## config.mk

```make
export PLATFORM = sky130hd
export DESIGN_NAME = scp_slot_match
export DESIGN_NICKNAME = d
export VERILOG_FILES = /design/src/rtl/scp_pkg.sv /design/src/rtl/scp_slot_match.sv
export SDC_FILE = /design/constraint.sdc
export NUM_CORES = 1
export LEC_CHECK = 0
export ABC_AREA = 1
export ABC_CLOCK_PERIOD_IN_PS = 2029
export BUFFER_PORTS_ARGS = -buffer_cell sky130_fd_sc_hd__buf_2
export CAP_MARGIN = 20
export CELL_PAD_IN_SITES_DETAIL_PLACEMENT = 0
export CELL_PAD_IN_SITES_GLOBAL_PLACEMENT = 2
export CORE_MARGIN = 4
export CORE_UTILIZATION = 17
export DETAILED_ROUTE_END_ITERATION = 12
export PLACE_DENSITY_LB_ADDON = 0.15
export SLEW_MARGIN = 30
export SYNTH_ARGS = -nofsm -noshare
export SYNTH_HDL_FRONTEND = slang
export SYNTH_SLANG_ARGS = --single-unit
```

## constraint.sdc

```tcl
create_clock -name vclk -period 2.03
set_clock_uncertainty 0.2 [all_clocks]
set_input_delay 0 -clock vclk [all_inputs]
set_output_delay 0 -clock vclk [all_outputs]
set_load 0.02 [all_outputs]
```

## src/rtl/scp_pkg.sv

```systemverilog
// ----------------------------------------------------------------------------
// scp_pkg
// Shared types, constants and helpers of the slot cache planner.
// ----------------------------------------------------------------------------
package scp_pkg;

  localparam int MAX_SLOTS = 16;
  localparam int SLOT_W    = $clog2(MAX_SLOTS);
  localparam int MAX_ITEMS = 256;
  localparam int ITEM_W    = $clog2(MAX_ITEMS);
  localparam int COUNT_W   = 32;
  localparam int LEN_W     = SLOT_W + 1;
  localparam int CFG_AW    = 4;
  localparam int CFG_DW    = 32;

  typedef enum logic [2:0] {
    ST_DUP        = 3'd0,
    ST_HIT        = 3'd1,
    ST_MISS_FREE  = 3'd2,
    ST_MISS_EVICT = 3'd3,
    ST_BAD_ID     = 3'd4,
    ST_TOO_LONG   = 3'd5,
    ST_NO_SLOT    = 3'd6,
    ST_ACK        = 3'd7
  } status_t;

  typedef enum logic [1:0] {
    CMD_LOOKUP  = 2'd0,
    CMD_RELEASE = 2'd1,
    CMD_CLEAR   = 2'd2,
    CMD_NOP     = 2'd3
  } cmd_t;

  localparam logic [1:0] REG_POLICY = 2'd0;
  localparam logic [1:0] REG_SLOTS  = 2'd1;
  localparam logic [1:0] REG_ITEMS  = 2'd2;

  typedef struct packed {
    logic              dup;
    logic              hit;
    logic              free;
    logic              any_unpinned;
    logic [SLOT_W-1:0] dup_slot;
    logic [SLOT_W-1:0] hit_slot;
    logic [SLOT_W-1:0] free_slot;
  } match_t;

  function automatic logic [COUNT_W-1:0] sat_inc(input logic [COUNT_W-1:0] v);
    sat_inc = (&v) ? v : v + COUNT_W'(1);
  endfunction

endpackage

```

## src/rtl/scp_slot_match.sv

```systemverilog
// ----------------------------------------------------------------------------
// scp_slot_match
// Parallel tag compare and priority encoders over the slot table.
// ----------------------------------------------------------------------------
module scp_slot_match (
  input  logic [scp_pkg::MAX_SLOTS-1:0][scp_pkg::ITEM_W-1:0] slot_item,
  input  logic [scp_pkg::MAX_SLOTS-1:0]                      slot_valid,
  input  logic [scp_pkg::MAX_SLOTS-1:0]                      slot_pinned,
  input  logic [scp_pkg::MAX_SLOTS-1:0]                      slot_claimed,
  input  logic [scp_pkg::MAX_SLOTS-1:0]                      slot_active,
  input  logic [scp_pkg::ITEM_W-1:0]                         item_id,
  output scp_pkg::match_t                                    match
);
  import scp_pkg::*;

  // scan from the top so the lowest index wins
  always_comb begin
    match = '0;
    for (int s = MAX_SLOTS - 1; s >= 0; s--) begin
      if (slot_active[s] && slot_valid[s] && slot_item[s] == item_id) begin
        match.hit      = 1'b1;
        match.hit_slot = SLOT_W'(s);
        if (slot_claimed[s]) begin
          match.dup      = 1'b1;
          match.dup_slot = SLOT_W'(s);
        end
      end
      if (slot_active[s] && !slot_valid[s] && !slot_pinned[s]) begin
        match.free      = 1'b1;
        match.free_slot = SLOT_W'(s);
      end
      if (slot_active[s] && !slot_pinned[s]) begin
        match.any_unpinned = 1'b1;
      end
    end
  end

endmodule

```

Word level (Yosys, flattened, before mapping)
Cells that the tools add are included.
{"block": "word_totals", "register_bits": 0, "latchBits": 0, "ram_bits": 0, "mem_bits_ro": 0, "input_bits": 200, "output_inout_bits": 16, "elab_cells": 240, "memories": 0}
{"block": "classes", "n_addsub": 0, "mul": 0, "div": 0, "order_cmp": 0, "n_eq_ne": 16, "shift": 0, "n_mux": 112, "bitwise": 0, "reduce_logical": 112}
{"cell": "== test 8 bit", "n": 16}
{"cell": "2-to-1 mux 4 bit", "n": 32}
{"cell": "2-to-1 mux 8 bit", "n": 16}
{"cell": "logical AND 1 bit", "n": 80}
{"cell": "2-to-1 mux 1 bit", "n": 48}
{"cell": "logical NOT 1 bit", "n": 32}
{"cell": "2-to-1 mux 2 bit", "n": 16}

Depth between registers and ports, before layout
Gate-level depths: netlist of the first run.
{"block": "depth", "word_depth": 33, "ltp_mapped": 22, "ltp_nobuf": 21}

Worst setup path before layout of the first run
No wires, ideal clock.
{"block": "synth_path", "path_kind": "input to output", "start": "in item_id[6] (netlist bit)", "end": "out match[11] (netlist bit)", "arrival_ps": 1665, "required_time_ps": 1830, "setup_slack_ps": 165, "stages": 9, "path_buffers": 2, "cell_sequence": "buf_2 buf_4 xnor2_1 o2111ai_1 nor4_2 nand2_1 nand2_1 nor3_1 nor3_1"}
{"element": "start, declared", "line_no": "scp_slot_match.sv:11", "text": "input logic [scp_pkg::ITEM_W-1:0] item_id,"}
{"element": "end, declared", "line_no": "scp_slot_match.sv:12", "text": "output scp_pkg::match_t match"}

==> results of run 1 <==
worst min-delay path by stage:
stage                    end  slack [ps]
detailed placement  match[9]         200
CTS                 match[8]         200
floorplan           match[8]         -20
finish              match[8]         190
global route        match[8]         220
global placement    match[8]         190
where the power goes:
group / internal (mW) / switching [mW]
Combinational: 0.395 / 0.463
Sequential: 0 / 0
Clock: 0 / 0
Total: 0.395 / 0.463
kinds of logic (layout without fill, tap and decap cells):
logic type	Yosys count	in the layout	share of synthesized area
simple gates	297	297	0.488
buf+inv	87	342	0.146
compound gates	85	85	0.218
xor+xnor	45	45	0.148
critical path, stage by stage:
cell      delay, ps
clkbuf_4        160
buf_4           160
a221oi_1        270
buf_4           180
nand4_1         210
nand2_1         140
nand2_1          60
nand2_1          50
nand2_1          50
nand2_1          50
nand2_1          50
nand2_1          60
nand2_1          50
nand2_1          60
nand2_1          60
a21oi_2         130
buf_4           150
cell type report:
type               instances  area, um2  area share
multi-input cells        427       2480       0.533
well taps                211        264      0.0568
inverters                 70        285      0.0614
repair buffers           272       1620       0.349
per-layer routing:
layer,global-route usage,part of all wire
met5,0,0.00081
met4,0.00571,0.0038
met3,0.0208,0.062
met2,0.313,0.50
met1,0.217,0.44
placed cells by master (no fill, tap or decap), types with 3 or more instances in the layout:
cell and count:
a211oi_1 5, xor2_1 33, nand3b_1 3, xnor2_1 11, buf_4 52, a31oi_1 3, nor4_1 3, nand2_1 162
o22ai_1 19, o21ai_1 6, nand4_1 19, inv_2 5, a221oi_2 3, nor2_1 50, nand3_2 4, buf_6 7
o2111ai_1 3, or2_2 12, nand3_1 12, nor3_2 5, a21oi_2 3, o21ai_0 12, nor3_1 4, a211oi_2 4
inv_1 60, buf_12 4, buf_2 205, a221oi_1 3, nor2_2 8, inv_4 4, a21oi_1 11
stage by stage:
stage                     setup TNS [ps]  hold WS (ps)   util  cells
final                              -45.4           193  0.303    980
after global routing                -935           222  0.303    980
after CTS                              0           197  0.289    975
after detailed placement           -3440           195  0.282    974
after global placement             -3390           191  0.282    974
after floorplan                        0         -21.8      -    514
timing repair:
action / 4_1_cts / 5_1_grt
endpoints found under the setup margin: 10 / 10
pin swaps: 9 / 23
setup buffers: 1 / 5
resized for setup: 25 / 51
==> flow_summary.ini, run 1 <==
[status]
outcome = finished, violations left
violations = negative setup slack

[sta]
fin_crit_sh = 1.02
worst_slew_pin_slew_ps = 470
maxSlewHeadroom = 0.678
fin_ws_ps = -45.4
finalHoldViolCount = 0
slew_viol_final = 0
setup_viol = 1
rsz0062_at_grt = true
max_freq_mhz = 482
min_period_ps = 2080

[critical_path]
worstSetupPathType = in2out
arrival_ps = 1880
setup.worst_path.end = match[8]
crit_required_ps = 1830
crit_path_start = item_id[2]
cp-start-kind = input port
cp-end-kind = output port
critical_path.max_fanout = 4

[final_layout]
postLayoutCellArea_um2 = 4650
antenna_cells = 0
drive_gt1_frac = 0.441
syn2layout_area_growth_pct = 74.2
n_sequential_cell = 0
fillers = 1808
nClkBuffers = 0
seq_area_um2 = 0
nets = 971

[die]
rows = 45
die_w_um = 133
coreArea_um2 = 15300
design.portCount = 216
die_area_um2 = 17800
die_h_um = 133
start_util = 0.174

[logic_synthesis]
yosys-top-cells-area = nand2_1 23%, xor2_1 11%, inv_1 8.6%
avgSynthCellArea_um2 = 5.19
syn_nets = 714
syn_inst = 514
synth_area_um2 = 2670
ys_types = 42
yosysMostFrequentCell = nand2_1
synth.top_cells.by_count = 164 x nand2_1, 61 x inv_1, 58 x nor2_1
ys_seq_area_frac = 0
netlist.top_cell.by_area = nand2_1
yosys.area.top_type_share = 0.231
synth_warnings = 0

[worst_hold_path]
hold_depth = 5
hp-class = in2out
hp-start = slot_claimed[0]

[drt]
first_pass_iters = 5
drcViolationCount = 0
num_vias = 4273
drt_iter0_drc = 205
wl_per_cell_um = 16.4
routed_wl_um = 16100
vias_per_cell = 4.36
ant_nets = 0

[power_and_ir_drop]
p_leak_nw = 2.61
irDropWorstVdd_uv = 48.7
power.density_nw_per_um2 = 185
p_total_uw = 858

[global_route]
antenna_found_initial = 1
grt_pass1_wl_um = 23600
gr-total-overflow = 0
grt_pass1_vias = 4338
grt_max_degree = 16
grt_util_all_layers = 0.168

[placed_design]
placed_area_um2 = 4310
io_buffers = 216
dp_hpwl_um = 14200
gp_congestion = 0.904
pre_cts_slack_ps = -408

[clocking]
hold_buffers = 0

[job]
cap_violations = 0
(Power assumes the default switching activity.)
==> run 2: changes to the inputs <==
--- a/config.mk
+++ b/config.mk
@@ -11,6 +11,7 @@
 export CAP_MARGIN = 20
 export CELL_PAD_IN_SITES_DETAIL_PLACEMENT = 0
 export CELL_PAD_IN_SITES_GLOBAL_PLACEMENT = 2
+export CORE_ASPECT_RATIO = 1.1
 export CORE_MARGIN = 4
 export CORE_UTILIZATION = 17
 export DETAILED_ROUTE_END_ITERATION = 12
==> flow_summary.ini, run 2 (synthesis results as in run 1) <==
[status]
outcome = completed

[drt]
routed_wl_um = 15700
drt_iter0_drc = 100
drcViolationCount = 0
wl_per_cell_um = 16.0
first_pass_iters = 5
vias_per_cell = 4.41
ant_nets = 0
num_vias = 4322

[final_layout]
fillers = 1794
multiInputGateArea_um2 = 2490
nets = 984
final_common_cell = buf_2
stdcell_count = 981
drive_gt1_frac = 0.465
postLayoutCellArea_um2 = 4920
syn2layout_area_growth_pct = 84.3
nClkBuffers = 0
n_sequential_cell = 0
final_cell_mix = 198 x buf_2, 153 x nand2_1, 60 x buf_4
seq_area_um2 = 0

[die]
coreArea_um2 = 15200
rows = 47
die_area_um2 = 17800
design.portCount = 216
die_h_um = 139
start_util = 0.175
die_w_um = 127

[sta]
setup_viol = 0
max_freq_mhz = 496
rsz0062_at_grt = true
finalHoldViolCount = 0
min_period_ps = 2020
fin_ws_ps = 13.4
slew_viol_final = 0
maxSlewHeadroom = 0.689
fin_crit_sh = 0.993
fin_tns_setup_ps = 0
whs_ps = 187
worst_slew_pin_slew_ps = 455

[placed_design]
io_buffers = 216
gp_congestion = 0.865
placed_area_um2 = 4290
pre_cts_slack_ps = -179
dp_hpwl_um = 13800
dp.cells = 953

[power_and_ir_drop]
internal_power_uw = 445
power.density_nw_per_um2 = 184
irDropWorstVdd_uv = 66.3
p_seq_frac = 0
power_frac_comb = 1.000
netSwitchingFraction = 0.508
clockPowerShare = 0
p_leak_nw = 2.74
power_switching_uw = 458

[critical_path]
worstSetupPathType = in2out
max_stage_delay_ps = 190
cp-start-kind = input port
cp-end-kind = output port
cp_top_family = simple AND/OR/NAND/NOR gates
cp_num_buf_inv = 6
crit_chain = buf_12 > buf_12 > buf_4 > buf_4 > xor2_1 > nor2_1 > nand4_1 > inv_1 > nand2_1 > nand2_1 > nand2_1 > nand2_1 > nand2_1 > nand2_1 > nand2_1 > nand2_1 > nand2_1 > nand2_1 > a21oi_2 > buf_4
crit_required_ps = 1830
path_common_cell = nand2_1
arrival_ps = 1820
slowest_stage = nand4_1
critical_path.max_fanout = 4

[job]
cap_violations = 0

[global_route]
grt_util_all_layers = 0.163
gr-total-overflow = 0
grt_pass1_vias = 4436
antenna_found_initial = 3
grt_max_degree = 14
grt_pass1_wl_um = 23100

[worst_hold_path]
hp-class = in2out
==> run 2: changes by cell type in the layout (fill, tap and decap cells not counted), moves of 3 or more <==
cell | before | now
nand2_1 | 162 | 153
diode_2 | 0 | 3
buf_4 | 52 | 60
buf_12 | 4 | 11
buf_8 | 2 | 5
nand2_2 | 2 | 9
buf_2 | 205 | 198
==> run 2: repair_timing <==
action	in CTS	in global routing
gates resized for setup	25	89
endpoints found under the setup margin	9	10
hold buffers	0	0
gates cloned	0	2
pin swaps	10	52
setup buffers	5	18
==> run 2: metal layers <==
metal / vias up / GRT usage / share of wire
met2: 142 / 0.299 / 0.50
met4: 0 / 0.0265 / 0.022
li1: 2242 / - / -
met3: 18 / 0.0184 / 0.060
met1: 1920 / 0.206 / 0.42
met5: - / 0 / 0
==> run 2: final timing paths <==
check,start,endpoint,slack [ps],depth (start not counted)
max,item_id[0],match[8],10,20
min,slot_active[8],match[12],190,4
==> run 2: per-stage QoR <==
step	util	total power, mW
after floorplan	-	0.380
after global placement	0.281	0.787
after detailed placement	0.281	0.787
after CTS	0.291	0.820
after global routing	0.323	1.00
final	0.323	0.903
==> run 2: power groups by stage <==
stage,Combinational (mW),Sequential [mW],Clock (mW)
2_1_floorplan,0.380,0,0
3_3_place_gp,0.787,0,0
3_5_place_dp,0.787,0,0
4_1_cts,0.820,0,0
5_1_grt,1.00,0,0.000000198
6_report,0.903,0,0.000000198
==> run 2: cell type report <==
cell class | count | share of cell area
Antenna cell | 3 | 0.00153
Timing Repair Buffer | 285 | 0.384
Inverter | 70 | 0.0578
Multi-Input combinational cell | 427 | 0.507
Tap cell | 196 | 0.0499
==> run 3: changes to the inputs <==
--- a/config.mk
+++ b/config.mk
@@ -5,7 +5,6 @@
 export SDC_FILE = /design/constraint.sdc
 export NUM_CORES = 1
 export LEC_CHECK = 0
-export ABC_AREA = 1
 export ABC_CLOCK_PERIOD_IN_PS = 2029
 export BUFFER_PORTS_ARGS = -buffer_cell sky130_fd_sc_hd__buf_2
 export CAP_MARGIN = 20
@@ -13,7 +12,7 @@
 export CELL_PAD_IN_SITES_GLOBAL_PLACEMENT = 2
 export CORE_ASPECT_RATIO = 1.1
 export CORE_MARGIN = 4
-export CORE_UTILIZATION = 17
+export CORE_UTILIZATION = 18
 export DETAILED_ROUTE_END_ITERATION = 12
 export PLACE_DENSITY_LB_ADDON = 0.15
 export SLEW_MARGIN = 30
==> flow_summary.ini, run 3 <==
[logic_synthesis]
synth.top_cells.by_count = 85 x xnor2_1, 40 x xor2_1, 30 x nand2_1
yosysMostFrequentCell = xnor2_1
synth_warnings = 0
synth_area_um2 = 2450
syn_inst = 361
yosys.area.top_type_share = 0.304
netlist.top_cell.by_area = xnor2_1
avgSynthCellArea_um2 = 6.78
yosys-top-cells-area = xnor2_1 30%, xor2_1 14%, nand3_1 5.3%
ys_types = 43
syn_nets = 561
ys_seq_area_frac = 0

[final_layout]
syn2layout_area_growth_pct = 90.4
final_cell_mix = 196 x buf_2, 82 x xnor2_1, 57 x buf_4
postLayoutCellArea_um2 = 4660
nClkBuffers = 0
seq_area_um2 = 0
drive_gt1_frac = 0.555
nets = 827
final_common_cell = buf_2
n_sequential_cell = 0

[sta]
fin_crit_sh = 1.06
max_freq_mhz = 464
worst_slew_pin_slew_ps = 383
setup_viol = 6
min_period_ps = 2160
whs_ps = 195
fin_ws_ps = -127
finalHoldViolCount = 0
rsz0062_at_grt = true
slew_viol_final = 0
maxSlewHeadroom = 0.742

[global_route]
grt_pass1_vias = 3741
grt_max_degree = 12
grt_util_all_layers = 0.162
antenna_found_initial = 1
grt_pass1_wl_um = 19900
gr-total-overflow = 0

[power_and_ir_drop]
p_total_uw = 820
clockPowerShare = 0
netSwitchingFraction = 0.474
power_switching_uw = 389
p_leak_nw = 2.17
p_seq_frac = 0
irDropWorstVdd_uv = 94.6
internal_power_uw = 431
power_frac_comb = 1.000
power.density_nw_per_um2 = 176

[die]
rows = 44
die_area_um2 = 15500
die_h_um = 130
die_w_um = 119
coreArea_um2 = 13300
design.portCount = 216
start_util = 0.184

[status]
violations = negative setup slack
outcome = finished, violations left

[placed_design]
io_buffers = 216
dp_hpwl_um = 11800
gp_congestion = 0.858
placed_area_um2 = 4160

[drt]
num_vias = 3496
wl_per_cell_um = 16.3
drcViolationCount = 0
vias_per_cell = 4.32
first_pass_iters = 6
drt_iter0_drc = 67
routed_wl_um = 13200
ant_nets = 0

[critical_path]
cp-end-kind = output port
crit_chain = buf_6 > xor2_1 > or4_4 > nor4_4 > nand2_2 > a22o_1 > a21boi_2 > o221ai_2 > a21oi_2 > buf_6
slowest_stage = or4_4
crit_required_ps = 1830
path_common_cell = buf_6
cp-start-kind = input port
critical_path.max_fanout = 3
arrival_ps = 1960
max_stage_delay_ps = 560
worstSetupPathType = in2out

[worst_hold_path]
hp-class = in2out

[job]
cap_violations = 0

[clocking]
hold_buffers = 0
-- run 3: cell types whose count changed after synthesis, moves of 9 or more --
| cell | change |
|---|---|
| nand2b_1 | +11 |
| nand2_1 | -134 |
| inv_1 | -50 |
| nand3_1 | +10 |
| xnor2_1 | +74 |
| nor2_1 | -35 |
| o22ai_1 | -17 |
| nor3_1 | +9 |
-- run 3: routing by layer --
metal	share of wire	GRT usage	vias to the layer above
met5	0	0	-
met4	0.014	0.0191	0
met3	0.078	0.0260	8
met2	0.51	0.303	148
met1	0.40	0.202	1576
li1	-	-	1764
-- run 3: area by class of cell --
class	count	area [um2]
antenna	1	2.50
fill	1472	8610
inverter	12	45.0
multi-input combinational	333	2610
tap	184	230
timing repair buffer	280	1770
-- run 3: through the flow --
stage	std cells	TNS (ps)	worst slack (ps)	utilization
after global routing	810	-1290	-256	0.351
final	810	-455	-127	0.351
after detailed placement	801	-1930	-265	0.313
after CTS	807	-570	-152	0.338
after global placement	801	-1760	-258	0.313
after floorplan	361	-0.571	-0.571	-
-- run 3: logic make-up (layout without fill, tap and decap cells) --
| family | Yosys count | in the layout | synth area share |
|---|---|---|---|
| AND/OR/NAND/NOR | 164 | 164 | 0.379 |
| XOR/XNOR | 125 | 125 | 0.447 |
| buffers and inverters | 28 | 292 | 0.0608 |
| other | 0 | 1 | 0 |
| AO/OA/AOI/OAI | 44 | 44 | 0.113 |
-- run 3: power groups by stage --
| stage | clock, mW | combinational [mW] | sequential (mW) |
|---|---|---|---|
| detailed placement | 0 | 0.771 | 0 |
| CTS | 0 | 0.819 | 0 |
| finish | 0.0000000658 | 0.820 | 0 |
| global placement | 0 | 0.764 | 0 |
| global route | 0.0000000658 | 0.903 | 0 |
| floorplan | 0 | 0.399 | 0 |
-- run 3: worst paths after layout --
kind | startpoint | end | slack [ps] | depth (start not counted)
worst max-delay path | slot_item[108] | match[8] | -130 | 10
worst min-delay path | slot_valid[1] | match[0] | 200 | 4
-- run 3: worst max-delay path, delay by kind of cell --
family,cells,cell delay (ps)
AND/OR/NAND/NOR,3,890
AO/OA/AOI/OAI,4,690
buffers and inverters,2,220
XOR/XNOR,1,150
-- run 3: timing repair --
item | 4_1_cts | 5_1_grt
pin swaps | 28 | 24
gates cloned | 0 | 0
endpoints found under the setup margin | 10 | 11
endpoints found under the hold margin | 0 | 0
setup buffers | 6 | 2
gates resized for setup | 68 | 38
